**src/rtl/lrf_pkg.sv**
```systemverilog
// ----------------------------------------------------------------------------
// lrf_pkg
// Shared types and constants of the linear regression fit block.
// ----------------------------------------------------------------------------
package lrf_pkg;

   localparam int MAX_POINTS_DEFAULT = 1024;
   localparam int SAMPLE_W           = 32;
   localparam int R2_W               = 17;
   localparam int POINT_COUNT_W      = 11;
   localparam int STATUS_W           = 2;

   typedef enum logic [STATUS_W-1:0] {
      ST_OK          = 2'd0,
      ST_SLOPE_ZERO  = 2'd1,
      ST_R2_ZERO     = 2'd2,
      ST_OVERFLOW    = 2'd3
   } status_type;

   typedef enum logic [4:0] {
      OP_NONE,
      OP_LOAD,
      OP_ACC_XY,
      OP_ACC_XX,
      OP_SET_T1,
      OP_SET_NUM,
      OP_SET_DEN,
      OP_SET_ORIGIN,
      OP_SET_SLOPE,
      OP_SET_ICPT,
      OP_SET_AVG,
      OP_PASS_INIT,
      OP_SET_YH,
      OP_ACC_A,
      OP_ACC_C,
      OP_SET_R2,
      OP_EMIT
   } dp_op_type;

   typedef enum logic [3:0] {
      MS_XY,
      MS_XX,
      MS_NSXY,
      MS_SXSY,
      MS_NSXX,
      MS_SXSX,
      MS_MSX,
      MS_MXI,
      MS_DD,
      MS_RR,
      MS_YHYH,
      MS_YIYI
   } mul_sel_type;

   typedef enum logic [1:0] {
      DS_SLOPE,
      DS_ICPT,
      DS_AVG,
      DS_R2
   } div_sel_type;

   typedef struct packed {
      dp_op_type   op;
      logic        mul_start;
      mul_sel_type mul_sel;
      logic        div_start;
      div_sel_type div_sel;
      status_type  status;
   } dp_cmd_type;

   typedef struct packed {
      logic mul_done;
      logic div_done;
      logic stored;
      logic last;
      logic ovf;
      logic through;
      logic den_zero;
      logic c_zero;
      logic pass_last;
   } dp_status_type;

endpackage

```
**src/rtl/lrf_ctrl.sv**
```systemverilog
// ----------------------------------------------------------------------------
// lrf_ctrl
// Sequencer for point loading, the fit, the residual pass and the result.
// ----------------------------------------------------------------------------
module lrf_ctrl (
   input  logic                   clock,
   input  logic                   reset,
   input  logic                   start,
   output logic                   busy,
   input  lrf_pkg::dp_status_type dp_status,
   output lrf_pkg::dp_cmd_type    cmd
);

   import lrf_pkg::*;

   typedef enum logic [5:0] {
      S_IDLE, S_CHK, S_MXY, S_WXY, S_MXX, S_WXX,
      S_FIT, S_W1, S_M2, S_W2, S_M3, S_W3, S_M4, S_W4,
      S_DCHK, S_WDS, S_M5, S_W5, S_D2, S_WD2, S_D3, S_WD3,
      S_PINIT, S_PRD, S_PM, S_PW1, S_PM2, S_PW2, S_PM3, S_PW3,
      S_R2CHK, S_WD4, S_EMIT
   } state_type;

   state_type  state_ff, state_in;
   logic       busy_ff;
   status_type status_ff, status_in;

   always_comb begin
      state_in      = state_ff;
      status_in     = status_ff;
      cmd.op        = OP_NONE;
      cmd.mul_start = 1'b0;
      cmd.mul_sel   = MS_XY;
      cmd.div_start = 1'b0;
      cmd.div_sel   = DS_SLOPE;
      cmd.status    = status_ff;
      case (state_ff)
         S_IDLE: begin
            if (start) begin
               cmd.op   = OP_LOAD;
               state_in = S_CHK;
            end
         end
         S_CHK: begin
            if (dp_status.stored) begin
               cmd.mul_start = 1'b1;
               cmd.mul_sel   = MS_XY;
               state_in      = S_WXY;
            end else begin
               state_in = dp_status.last ? S_FIT : S_IDLE;
            end
         end
         S_WXY: begin
            if (dp_status.mul_done) begin
               cmd.op   = OP_ACC_XY;
               state_in = S_MXX;
            end
         end
         S_MXX: begin
            cmd.mul_start = 1'b1;
            cmd.mul_sel   = MS_XX;
            state_in      = S_WXX;
         end
         S_WXX: begin
            if (dp_status.mul_done) begin
               cmd.op   = OP_ACC_XX;
               state_in = dp_status.last ? S_FIT : S_IDLE;
            end
         end
         S_FIT: begin
            if (dp_status.ovf) begin
               status_in = ST_OVERFLOW;
               state_in  = S_EMIT;
            end else if (dp_status.through) begin
               cmd.op   = OP_SET_ORIGIN;
               state_in = S_DCHK;
            end else begin
               cmd.mul_start = 1'b1;
               cmd.mul_sel   = MS_NSXY;
               state_in      = S_W1;
            end
         end
         S_W1: begin
            if (dp_status.mul_done) begin
               cmd.op   = OP_SET_T1;
               state_in = S_M2;
            end
         end
         S_M2: begin
            cmd.mul_start = 1'b1;
            cmd.mul_sel   = MS_SXSY;
            state_in      = S_W2;
         end
         S_W2: begin
            if (dp_status.mul_done) begin
               cmd.op   = OP_SET_NUM;
               state_in = S_M3;
            end
         end
         S_M3: begin
            cmd.mul_start = 1'b1;
            cmd.mul_sel   = MS_NSXX;
            state_in      = S_W3;
         end
         S_W3: begin
            if (dp_status.mul_done) begin
               cmd.op   = OP_SET_T1;
               state_in = S_M4;
            end
         end
         S_M4: begin
            cmd.mul_start = 1'b1;
            cmd.mul_sel   = MS_SXSX;
            state_in      = S_W4;
         end
         S_W4: begin
            if (dp_status.mul_done) begin
               cmd.op   = OP_SET_DEN;
               state_in = S_DCHK;
            end
         end
         S_DCHK: begin
            if (dp_status.den_zero) begin
               status_in = ST_SLOPE_ZERO;
               state_in  = S_EMIT;
            end else begin
               cmd.div_start = 1'b1;
               cmd.div_sel   = DS_SLOPE;
               state_in      = S_WDS;
            end
         end
         S_WDS: begin
            if (dp_status.div_done) begin
               cmd.op   = OP_SET_SLOPE;
               state_in = dp_status.through ? S_PINIT : S_M5;
            end
         end
         S_M5: begin
            cmd.mul_start = 1'b1;
            cmd.mul_sel   = MS_MSX;
            state_in      = S_W5;
         end
         S_W5: begin
            if (dp_status.mul_done) begin
               cmd.op   = OP_SET_T1;
               state_in = S_D2;
            end
         end
         S_D2: begin
            cmd.div_start = 1'b1;
            cmd.div_sel   = DS_ICPT;
            state_in      = S_WD2;
         end
         S_WD2: begin
            if (dp_status.div_done) begin
               cmd.op   = OP_SET_ICPT;
               state_in = S_D3;
            end
         end
         S_D3: begin
            cmd.div_start = 1'b1;
            cmd.div_sel   = DS_AVG;
            state_in      = S_WD3;
         end
         S_WD3: begin
            if (dp_status.div_done) begin
               cmd.op   = OP_SET_AVG;
               state_in = S_PINIT;
            end
         end
         S_PINIT: begin
            cmd.op   = OP_PASS_INIT;
            state_in = S_PRD;
         end
         S_PRD: begin
            state_in = S_PM;
         end
         S_PM: begin
            cmd.mul_start = 1'b1;
            cmd.mul_sel   = MS_MXI;
            state_in      = S_PW1;
         end
         S_PW1: begin
            if (dp_status.mul_done) begin
               cmd.op   = OP_SET_YH;
               state_in = S_PM2;
            end
         end
         S_PM2: begin
            cmd.mul_start = 1'b1;
            cmd.mul_sel   = dp_status.through ? MS_YHYH : MS_RR;
            state_in      = S_PW2;
         end
         S_PW2: begin
            if (dp_status.mul_done) begin
               cmd.op   = OP_ACC_A;
               state_in = S_PM3;
            end
         end
         S_PM3: begin
            cmd.mul_start = 1'b1;
            cmd.mul_sel   = dp_status.through ? MS_YIYI : MS_DD;
            state_in      = S_PW3;
         end
         S_PW3: begin
            if (dp_status.mul_done) begin
               cmd.op   = OP_ACC_C;
               state_in = dp_status.pass_last ? S_R2CHK : S_PRD;
            end
         end
         S_R2CHK: begin
            if (dp_status.c_zero) begin
               status_in = ST_R2_ZERO;
               state_in  = S_EMIT;
            end else begin
               cmd.div_start = 1'b1;
               cmd.div_sel   = DS_R2;
               state_in      = S_WD4;
            end
         end
         S_WD4: begin
            if (dp_status.div_done) begin
               cmd.op    = OP_SET_R2;
               status_in = ST_OK;
               state_in  = S_EMIT;
            end
         end
         S_EMIT: begin
            cmd.op   = OP_EMIT;
            state_in = S_IDLE;
         end
         default: begin
            state_in = S_IDLE;
         end
      endcase
   end

   always_ff @(posedge clock) begin
      if (reset) begin
         state_ff  <= S_IDLE;
         busy_ff   <= 1'b0;
         status_ff <= ST_OK;
      end else begin
         state_ff  <= state_in;
         busy_ff   <= (state_in != S_IDLE);
         status_ff <= status_in;
      end
   end

   assign busy = busy_ff;

endmodule

```
**config.mk**
```make
export PLATFORM = sky130hd
export DESIGN_NAME = lrf_ctrl
export DESIGN_NICKNAME = d
export VERILOG_FILES = /design/src/rtl/lrf_pkg.sv /design/src/rtl/lrf_ctrl.sv
export SDC_FILE = /design/constraint.sdc
export NUM_CORES = 1
export LEC_CHECK = 0
export ABC_AREA = 1
export BUFFER_PORTS_ARGS = -buffer_cell sky130_fd_sc_hd__buf_4
export CAP_MARGIN = 0
export CORE_ASPECT_RATIO = 0.9
export CORE_MARGIN = 8
export CORE_UTILIZATION = 28
export CTS_CLUSTER_SIZE = 10
export DETAILED_ROUTE_END_ITERATION = 10
export HOLD_SLACK_MARGIN = 0.06
export PLACE_DENSITY = 0.56
export RECOVER_POWER = 25
export SYNTH_ARGS = -nofsm -noshare
export SYNTH_HDL_FRONTEND = slang
export SYNTH_SLANG_ARGS = --single-unit
```
**constraint.sdc**
```tcl
create_clock -name clock -period 2.5 [get_ports clock]
set_input_delay 0.375 -clock clock [delete_from_list [all_inputs] [get_ports clock]]
set_output_delay 0.375 -clock clock [all_outputs]
set_load 0.05 [all_outputs]
```
# == Word level (Yosys, flattened, before mapping) ==
# Index checks and enable logic that the tools add are counted.
# totals
ram_bits,0
romBits,0
memories,0
input_bits,12
ff_bits,9
latchBits,0
elab_cells,96
# op_classes
mux,53
n_div,0
mul,0
bitwise_logic,0
n_reduce_logical,5
n_eq_ne,35
shifts,0
add_sub_neg,0
n_lt_le_gt_ge,0
# ops
op,n
6-bit one-hot mux with 31 select lines,1
6-bit two-way mux,18
6-bit by 5-bit == test with 1-bit output (second input constant),16
5-bit one-hot mux with 16 select lines,1
5-bit one-hot mux with 10 select lines,1
6-bit by 4-bit == test with 1-bit output (second input constant),8
4-bit two-way mux,9
3-bit two-way mux,9
6-bit by 3-bit == test with 1-bit output (second input constant),4
2-bit two-way mux,8
3-bit one-hot mux with 4 select lines,1
5-bit two-way mux,2
8-bit two-way mux,1
2-bit != test (second input constant),4
2-bit one-hot mux with 4 select lines,1
6-bit by 1-bit == test with 1-bit output (second input constant),1
6-bit by 2-bit == test with 1-bit output (second input constant),1
6-bit == test (second input constant),1
6-bit zero test,1
6-bit nonzero test,1
5-bit AND reduction,1
4-bit nonzero test,1
3-bit OR reduction,1
1-bit two-way mux,1

# == Depth between registers and ports, before layout ==
# Gate-level depths: netlist of the first run.
# logic_depth
word_depth,4
ltp_mapped,14

# == Least setup slack after synthesis of the first run ==
# OpenSTA, ideal clock, no wires.
# synth_timing
path_type,register to output
from,reg state_ff[1]
to,out cmd[14] in the netlist's numbering
path_stages_with_launch,4
slack_ns,0.098
arrival_time_ns,2.027
required_time_ns,2.125
n_path_buf,0
path_cell_list,dfxtp_1 inv_1 nand2_1 nor4_1
# synth_lines
element,line,rtl
from (decl),lrf_ctrl.sv:24,"state_type state_ff, state_in;"
from (signal assigned),lrf_ctrl.sv:244,state_ff <= state_in;
to (decl),lrf_ctrl.sv:11,output lrf_pkg::dp_cmd_type cmd

==> qor.txt, run 1 <==
Power Dens Cells: 488 nW/µm²
Syn_nets: 279
Hold Path End: state_ff[0]
Worst r2r dst: busy
Pre-antenna DRT Iters: 5
Syn avg cell area: 4.93 µm²
CP max stage delay: 0.44 ns
Clock buffer count from CTS: 3
Gr usage total: 16.3%
First-pass GRT wire length: 9.05 mm
Post-synthesis cell count: 267
Util after Layout: 37.5%
Critical Path RT: 2.12 ns
#FFs+latches synth: 9
RR Startpoint: state_ff[5]
Layout Area Growth over Synthesis: 27.9%
Fin cells: 361
DR WL met2: 2.69 mm
Initial core utilization: 29.3%
Antenna violations before repair: 0
Setup crit start kind: flop
CTS tree: yes
Clk slew on worst S/H paths: 0.04 ns
Top sig layer: met4
Max-Cap Viols: 0
Post-Syn Area: 1320 µm²
Share of cells above drive strength 1: 17.7%
Peak supply drop: 0.181 mV
Worst slew pin tran: 0.599 ns
# fillers: 545
Area share of the largest cell type after synthesis: 22.8%
Routed length on met1: 2.69 mm
Synth cell types: 22
Clock buffer depth: 2
CP max stage cell: dfxtp_1
Max-slew headroom: 60.2%
Hold Crit Start: reset
Worst Skew: 0.00227 ns
Setup crit end kind: output pin
CP dominant cell by count: nand2_1
Post-DR vias/cell: 5.51
CP arrival: 2.04 ns
Root Buffer: clkbuf_8
Synth top area cells: nand2_1, nor2_1, dfxtp_1, nand3_1, nand4_1
Port buffer count: 27
Commonest register cell after synthesis: dfxtp_1
Slew Viols, Final: 0
Yosys warns: 0
Die area: 7160 µm²
Total gr overflow: 0
Post-DP HPWL: 4.75 mm
Largest net degree at the start of global routing: 14
Number of instances in the placed design: 354
Tmin final: 2.41 ns
Die X: 88.3 µm
Count leader, synth: nand2_1
Drt wl/cell: 16.4 µm
Die Y: 81.1 µm
Leakage power total: 0.981 nW
Outcome: complete, no violations
Num ports: 28
Detailed Route WL: 5.91 mm
Vias in the first global route: 1743
EDFF count, synth: 0
Vias: 1988
Met3 routed WL: 473 µm
Tot Pwr: 822 µW
GP Congestion: 0.968
Routed Antenna Nets: 0
Asr flop ratio synth: 0%
Nets: 312
Storage element area: 183 µm²
Reg2Reg Setup Slack: 0.33 ns
CP Class: reg2out
Max Freq: 414 MHz
Initial DRC Count: 169
Final setup fails: 0
N_diodes: 0
Row cnt: 23
List of most frequent post-synthesis cells: nand2_1, nor2_1, nand3_1, inv_1, nand4_1
Clock Sink Count: 9
Worst Hold Class: in2reg
Sequential-to-total area share from yosys stat: 13.7%
Fin crit share: 96.6%
Core area: 4490 µm²
Worst R2R Path Depth: 11
Area leader, netlist: nand2_1
H-tree levels: 1
CP cell instances: inv_1 -> nand2_1 -> nor2_1 -> nand2_1 -> nand2_1 -> nor3b_1 -> nand3_1 -> buf_4
Hold depth: 2
Worst-Skew Late Latency: 0.23 ns
CP max FO: 5
Final hold vios: 0
Multi-input logic area: 1030 µm²
DRC viols: 0
## what timing repair did
action / CTS / global route
setup buffers: 0 / 3
endpoints found under the setup margin: 4 / 4
pin swaps: 0 / 1
hold buffers: 0 / 0
gates resized for setup: 3 / 7
## area by class of cell
| class | count | area share, % |
|---|---|---|
| multi-input cells | 225 | 61.2 |
| flip-flops and latches | 9 | 10.8 |
| clock buffers | 4 | 2.67 |
| well taps | 62 | 4.60 |
| repair buffers | 35 | 14.9 |
| inverters | 26 | 5.79 |
## worst max-delay path by stage
| stage | from | to | slack, ns |
|---|---|---|---|
| floorplan | state_ff[1] | cmd[14] | 0.1 |
| finish | state_ff[5] | cmd[10] | 0.09 |
| detailed placement | state_ff[2] | cmd[12] | 0.16 |
| global placement | state_ff[2] | cmd[13] | 0.05 |
| global route | state_ff[5] | cmd[10] | -0.006 |
| CTS | state_ff[2] | cmd[12] | 0.03 |
## layer usage
metal | track usage, % | vias to the layer above
li1 | - | 945
met1 | 22.6 | 926
met2 | 24.9 | 113
met3 | 3.43 | 4
met4 | 3.71 | 0
met5 | 0 | -
## critical path: cells and delay by family (launching register included)
kind                   cells  cell delay [ns]
and+or+nand+nor            6             1.06
DFF                        1             0.44
buffers and inverters      2             0.31
## cells in the final DEF, fill, tap and decap left out, drive strengths merged, types with 6 or more instances in the layout
cell type / n
nor2: 66
buf: 32
a21oi: 6
o21ai: 7
nand4: 18
dfxtp: 9
inv: 26
nand2: 80
clkbuf: 7
nand3: 35
## flip-flops by register name (all words and copies together) (netlist names)
name / cells
state_ff: 6
status_ff: 2
busy: 1
## per-stage QoR
stage	cell area, µm²	TNS, ns	setup slack [ns]	hold slack, ns
2_1_floorplan	1320	0	0.0983	0.562
6_report	1690	0	0.0857	0.378
3_3_place_gp	1600	0	0.0478	0.487
4_1_cts	1660	0	0.0263	0.372
5_1_grt	1690	-0.00579	-0.00579	0.381
3_5_place_dp	1600	0	0.164	0.476
## kinds of logic (layout without fill, tap and decap cells)
| logic type | count (synthesis) | in the layout | share of synthesized area, % |
|---|---|---|---|
| simple gates | 204 | 204 | 67.2 |
| buf+inv | 33 | 65 | 9.78 |
| compound gates | 21 | 21 | 9.31 |
| flops | 9 | 9 | 13.7 |
## report_power, final
part	internal, mW	switching [mW]	total, mW
registers	0.165	0.0289	0.193
logic	0.149	0.313	0.462
clock network	0.111	0.0557	0.167
No activity file was read; power rests on OpenSTA's default activity.
==> inputs of run 2 (changes only) <==
Settings changed: CTS_CLUSTER_SIZE 10 to not set, RECOVER_POWER 25 to 100.
==> qor.txt, run 2 (synthesis results as in run 1) <==
Outcome: complete, no violations
H-tree levels: 1 (unchanged)
Total gr overflow: 0 (unchanged)
Peak supply drop: 0.180 mV (-0.51%)
Hold Slack: 0.379 ns (+0.000704 ns)
Max Freq: 418 MHz (+0.80%)
RR Startpoint: state_ff[5]
DRC viols: 0 (unchanged)
Detailed Route WL: 5.86 mm (-0.91%)
Num ports: 28 (unchanged)
Critical Path RT: 2.12 ns (about the same)
Setup crit start kind: flop
Drt wl/cell: 16.2 µm (-0.91%)
GP Congestion: 0.968 (unchanged)
Worst R2R Path Depth: 11 (unchanged)
CP dominant cell by count: nand2_1
Tmin final: 2.40 ns (-0.0192 ns)
Clock buffer depth: 2 (unchanged)
Setup TNS Final: 0 ns (unchanged)
Clock Sink Count: 9 (unchanged)
Power Dens Cells: 490 nW/µm² (+0.36%)
Setup crit end kind: output pin
CP cell instances: inv_1 -> nand2_1 -> nor2_1 -> nand2_1 -> nand2_1 -> nor3b_1 -> nand3_1 -> buf_4
Setup slack at placement: 0.164 ns (unchanged)
Clock buffer count from CTS: 3 (unchanged)
Worst slew pin tran: 0.614 ns (+0.0149 ns)
Initial core utilization: 29.3% (unchanged)
CTS tree: yes
Vias: 1976 (-0.60%)
# fillers: 547 (+0.37%)
Worst path depth: 8 (unchanged)
Largest net degree at the start of global routing: 14 (unchanged)
Commonest non-fill, non-tap cell in the layout: nand2_1
CP max FO: 5 (unchanged)
Slew Viols, Final: 0 (unchanged)
Share of cells above drive strength 1: 17.4% (-0.33 points)
Hold Buf Count CTS: 0 (unchanged)
Antenna violations before repair: 0 (unchanged)
Max-slew headroom: 59.2% (-0.99 points)
Pre-antenna DRT Iters: 5 (unchanged)
Leakage power total: 0.970 nW (-1.2%)
Worst r2r dst: busy
Hold Crit Start: reset
Row cnt: 23 (unchanged)
CP Class: reg2out
End of the critical path: cmd[10]
Initial DRC Count: 182 (+7.7%)
Critical Path Start: state_ff[5]
Worst Skew: 0.00228 ns (+0.0000108 ns)
Fin crit share: 95.8% (-0.77 points)
Worst-Skew Late Latency: 0.23 ns (about the same)
Reg2Reg Setup Slack: 0.35 ns (+0.02 ns)
CP max stage cell: dfxtp_1
Die Y: 81.1 µm (unchanged)
Max-Cap Viols: 0 (unchanged)
Layout Area Growth over Synthesis: 26.7%
Vias in the first global route: 1743 (unchanged)
CP bufs+invs: 2 (unchanged)
Clk slew on worst S/H paths: 0.04 ns (about the same)
First-pass GRT wire length: 9.05 mm (unchanged)
CP max stage delay: 0.43 ns (about the same)
Gr usage total: 16.3% (unchanged)
Top reg by flops: state_ff
Commonest cells after routing, fill and taps aside: nand2_1, nor2_1, nand3_1
Die area: 7160 µm² (unchanged)
Root Buffer: clkbuf_8
Routed Antenna Nets: 0 (unchanged)
Port buffer count: 27 (unchanged)
CP arrival: 2.02 ns (-0.02 ns)
Final hold vios: 0 (unchanged)
Post-DR vias/cell: 5.47 (-0.60%)
Nets: 312 (unchanged)
Final setup fails: 0 (unchanged)
Kind of cell adding the most delay to the critical path: simple AND/OR/NAND/NOR gates
Worst setup margin: 0.105 ns (+0.0192 ns)
Core area: 4490 µm² (unchanged)
N_diodes: 0 (unchanged)
Max reg flops: 6 (unchanged)
Util after Layout: 37.2% (-0.36 points)
Die X: 88.3 µm (unchanged)
Post-DP HPWL: 4.75 mm (unchanged)
Worst Hold Class: in2reg
run 2: changes by cell type in the layout (fill, tap and decap cells not counted):
| cell | delta |
|---|---|
| clkbuf_4 | +6 |
| clkbuf_1 | +1 |
| clkbuf_2 | +5 |
| buf_4 | -12 |
run 2: report_power, final:
part / internal [mW] / leakage (nW) / switching [mW]
clock: 0.111 / 0.0228 / 0.0561
sequential: 0.165 / 0.0740 / 0.0281
combinational: 0.144 / 0.873 / 0.313
run 2: cell type report:
class                      count  area [µm²]  share of cell area [%]
clock buffer                   4        45.0                    2.70
inverter                      26        97.6                    5.85
tap                           62        77.6                    4.65
multi-input combinational    225        1030                    61.8
sequential                     9         183                    10.9
timing repair buffer          35         235                    14.1
run 2: layer usage:
| metal | up-vias | track usage [%] | share of wire (%) |
|---|---|---|---|
| li1 | 954 | - | - |
| met1 | 904 | 22.6 | 45 |
| met2 | 108 | 24.9 | 45 |
| met3 | 10 | 3.43 | 8.6 |
| met4 | 0 | 3.71 | 1.7 |
| met5 | - | 0 | 0 |
run 2: timing repair:
item,4_1_cts,5_1_grt
gates resized for setup,3,7
pin swaps,0,1
setup endpoints to repair,4,4
setup buffers,0,3
run 2: through the flow:
stage               area, µm²  total power [mW]  std cells
CTS                      1660             0.796        358
floorplan                1320             0.464        267
global route             1670             0.871        361
detailed placement       1600             0.622        354
global placement         1600             0.635        354
finish                   1670             0.817        361
run 2: how the worst min path moves through the flow:
stage	endpoint	slack, ns	cells past startpoint
after CTS	state_ff[5]	0.37	2
after global routing	state_ff[5]	0.38	2
after detailed placement	status_ff[0]	0.48	2
after floorplan	status_ff[0]	0.56	2
final	state_ff[0]	0.38	2
after global placement	status_ff[1]	0.49	2
==> inputs of run 3 (changes only) <==
Settings changed: CORE_UTILIZATION 28 to 40, MAX_ROUTING_LAYER set to met4, PLACE_DENSITY 0.56 to 0.71.
==> qor.txt, run 3 (synthesis results as in run 1) <==
Setup Buffers After CTS: 0 (unchanged)
Detailed Route WL: 5.61 mm (-4.2%)
Vias: 1929 (-2.4%)
Share of cells above drive strength 1: 16.6% (-0.84 points)
RSZ-0062 raised after global routing: true
Die X: 76.5 µm (-13%)
Tmin final: 2.42 ns (+0.0203 ns)
Pre-antenna DRT Iters: 5 (unchanged)
Setup slack at placement: 0.168 ns (+0.00396 ns)
Sequential Power Share: 26.1% (+2.5 points)
CP Class: reg2out
Worst slew pin tran: 0.603 ns (-0.0115 ns)
Tot Pwr: 732 µW (-10%)
Routed length on met1: 2.56 mm (-2.4%)
Hold Path End: state_ff[0]
DRC viols: 0 (unchanged)
Top reg by flops: state_ff
Commonest non-fill, non-tap cell in the layout: nand2_1
RR Startpoint: state_ff[5]
H-tree levels: 1 (unchanged)
Top sig layer: met4
Num ports: 28 (unchanged)
Port buffer count: 27 (unchanged)
Worst-Skew Late Latency: 0.26 ns (+0.03 ns)
Layout Area Growth over Synthesis: 21.7%
Fin crit share: 96.6% (+0.81 points)
Drt wl/cell: 16.6 µm (+2.3%)
Nets: 309 (-0.96%)
Die area: 5390 µm² (-25%)
Core area: 3090 µm² (-31%)
Die Y: 70.4 µm (-13%)
N_diodes: 0 (unchanged)
Initial DRC Count: 195 (+7.1%)
Internal Power: 343 µW (-18%)
CP max FO: 13 (+8)
Max-slew headroom: 60.0% (+0.77 points)
Hold Crit Start: reset
Logic pwr share: 58.7% (+2.7 points)
Power Dens Cells: 456 nW/µm² (-6.7%)
Peak supply drop: 0.382 mV (+110%)
Row cnt: 19 (-17%)
Clock power share: 15.2% (-5.3 points)
Hold Buf Count CTS: 0 (unchanged)
Final setup fails: 0 (unchanged)
Max reg flops: 6 (unchanged)
Worst R2R Path Depth: 12 (+1)
# fillers: 372 (-32%)
Clock buffer count from CTS: 3 (unchanged)
DR WL met2: 2.45 mm (-7.1%)
CP arrival: 2.04 ns (+0.02 ns)
Setup crit start kind: flop
Commonest cells after routing, fill and taps aside: nand2_1, nor2_1, nand3_1
Worst Hold Class: in2reg
Clock buffer depth: 2 (unchanged)
Final hold vios: 0 (unchanged)
Max-Cap Viols: 0 (unchanged)
Setup crit end kind: output pin
Post-DR vias/cell: 5.71 (+4.3%)
Post-DP HPWL: 4.55 mm (-4.1%)
Hold depth: 2 (unchanged)
Outcome: complete, no violations
P_sw: 388 µW (-2.3%)
Initial core utilization: 42.6% (+13 points)
Worst setup margin: 0.0846 ns (-0.0203 ns)
Slew Viols, Final: 0 (unchanged)
Switching share of power: 53.1% (+4.4 points)
Reg2Reg Setup Slack: 0.47 ns (+0.12 ns)
Gr usage total: 21.1% (+4.9 points)
GP Congestion: 0.988 (+2.1%)
Root Buffer: clkbuf_4
Storage element area: 183 µm² (unchanged)
Vias in the first global route: 1766 (+1.3%)
Critical Path RT: 2.12 ns (about the same)
Worst Skew: 0.00705 ns (+0.00477 ns)
Antenna violations before repair: 0 (unchanged)
Routed Antenna Nets: 0 (unchanged)
Clk slew on worst S/H paths: 0.06 ns (+0.02 ns)
Multi-input logic area: 1030 µm² (-0.24%)
Met3 routed WL: 532 µm (+5.8%)
First-pass GRT wire length: 9.16 mm (+1.2%)
CTS tree: yes
Worst r2r dst: busy
Clock Sink Count: 9 (unchanged)
Total gr overflow: 0 (unchanged)
Leakage power total: 0.953 nW (-1.7%)
Largest net degree at the start of global routing: 16 (+2)
Max Freq: 414 MHz (-0.84%)
-- run 3: metal layers --
layer  track usage, %  up-vias
li1                 -      940
met3             4.99       12
met1             27.5      855
met5                -        -
met2             32.3      122
met4             4.26        0
-- run 3: critical path, stage by stage (launching register included) --
cell and delay (ns):
dfxtp_1 0.41, inv_1 0.09, nor2_2 0.40, nand3_1 0.24, o21ai_0 0.17, a21oi_1 0.13
nand4_1 0.11, buf_4 0.21
-- run 3: area by class of cell --
cell class / count / share of cell area (%)
Multi-Input combinational cell: 225 / 64.2
Timing Repair Buffer: 32 / 13.4
Tap cell: 42 / 3.28
Inverter: 26 / 6.09
Clock buffer: 4 / 1.64
Sequential cell: 9 / 11.4
-- run 3: timing repair --
item,in CTS,in global routing
resized for setup,2,7
setup endpoints to repair,5,6
gates cloned,0,0
-- run 3: metrics by stage --
| step | std cells | setup TNS [ns] | instance area [µm²] | utilization (%) | hold slack, ns |
|---|---|---|---|---|---|
| floorplan | 267 | 0 | 1320 | - | 0.562 |
| global placement | 334 | 0 | 1580 | 51.1 | 0.468 |
| detailed placement | 334 | 0 | 1580 | 51.1 | 0.475 |
| CTS | 338 | 0 | 1610 | 52.1 | 0.342 |
| global route | 338 | -0.0400 | 1600 | 51.9 | 0.359 |
| finish | 338 | 0 | 1600 | 51.9 | 0.347 |
-- run 3: power by group through the flow --
stage | clock (mW) | sequential [mW] | combinational [mW]
after detailed placement | 0 | 0.191 | 0.424
after CTS | 0.114 | 0.188 | 0.425
after global routing | 0.120 | 0.194 | 0.467
after global placement | 0 | 0.192 | 0.433
final | 0.112 | 0.191 | 0.429
after floorplan | 0 | 0.204 | 0.260
-- run 3: worst max-delay path by stage --
stage	slack, ns	depth (start not counted)	startpoint	end
after floorplan	0.1	3	state_ff[1]	cmd[14]
after global placement	0.12	7	state_ff[2]	cmd[13]
after detailed placement	0.17	7	state_ff[2]	cmd[13]
after CTS	0.01	10	state_ff[5]	cmd[10]
after global routing	-0.02	7	state_ff[4]	cmd[13]
final	0.08	7	state_ff[4]	cmd[13]
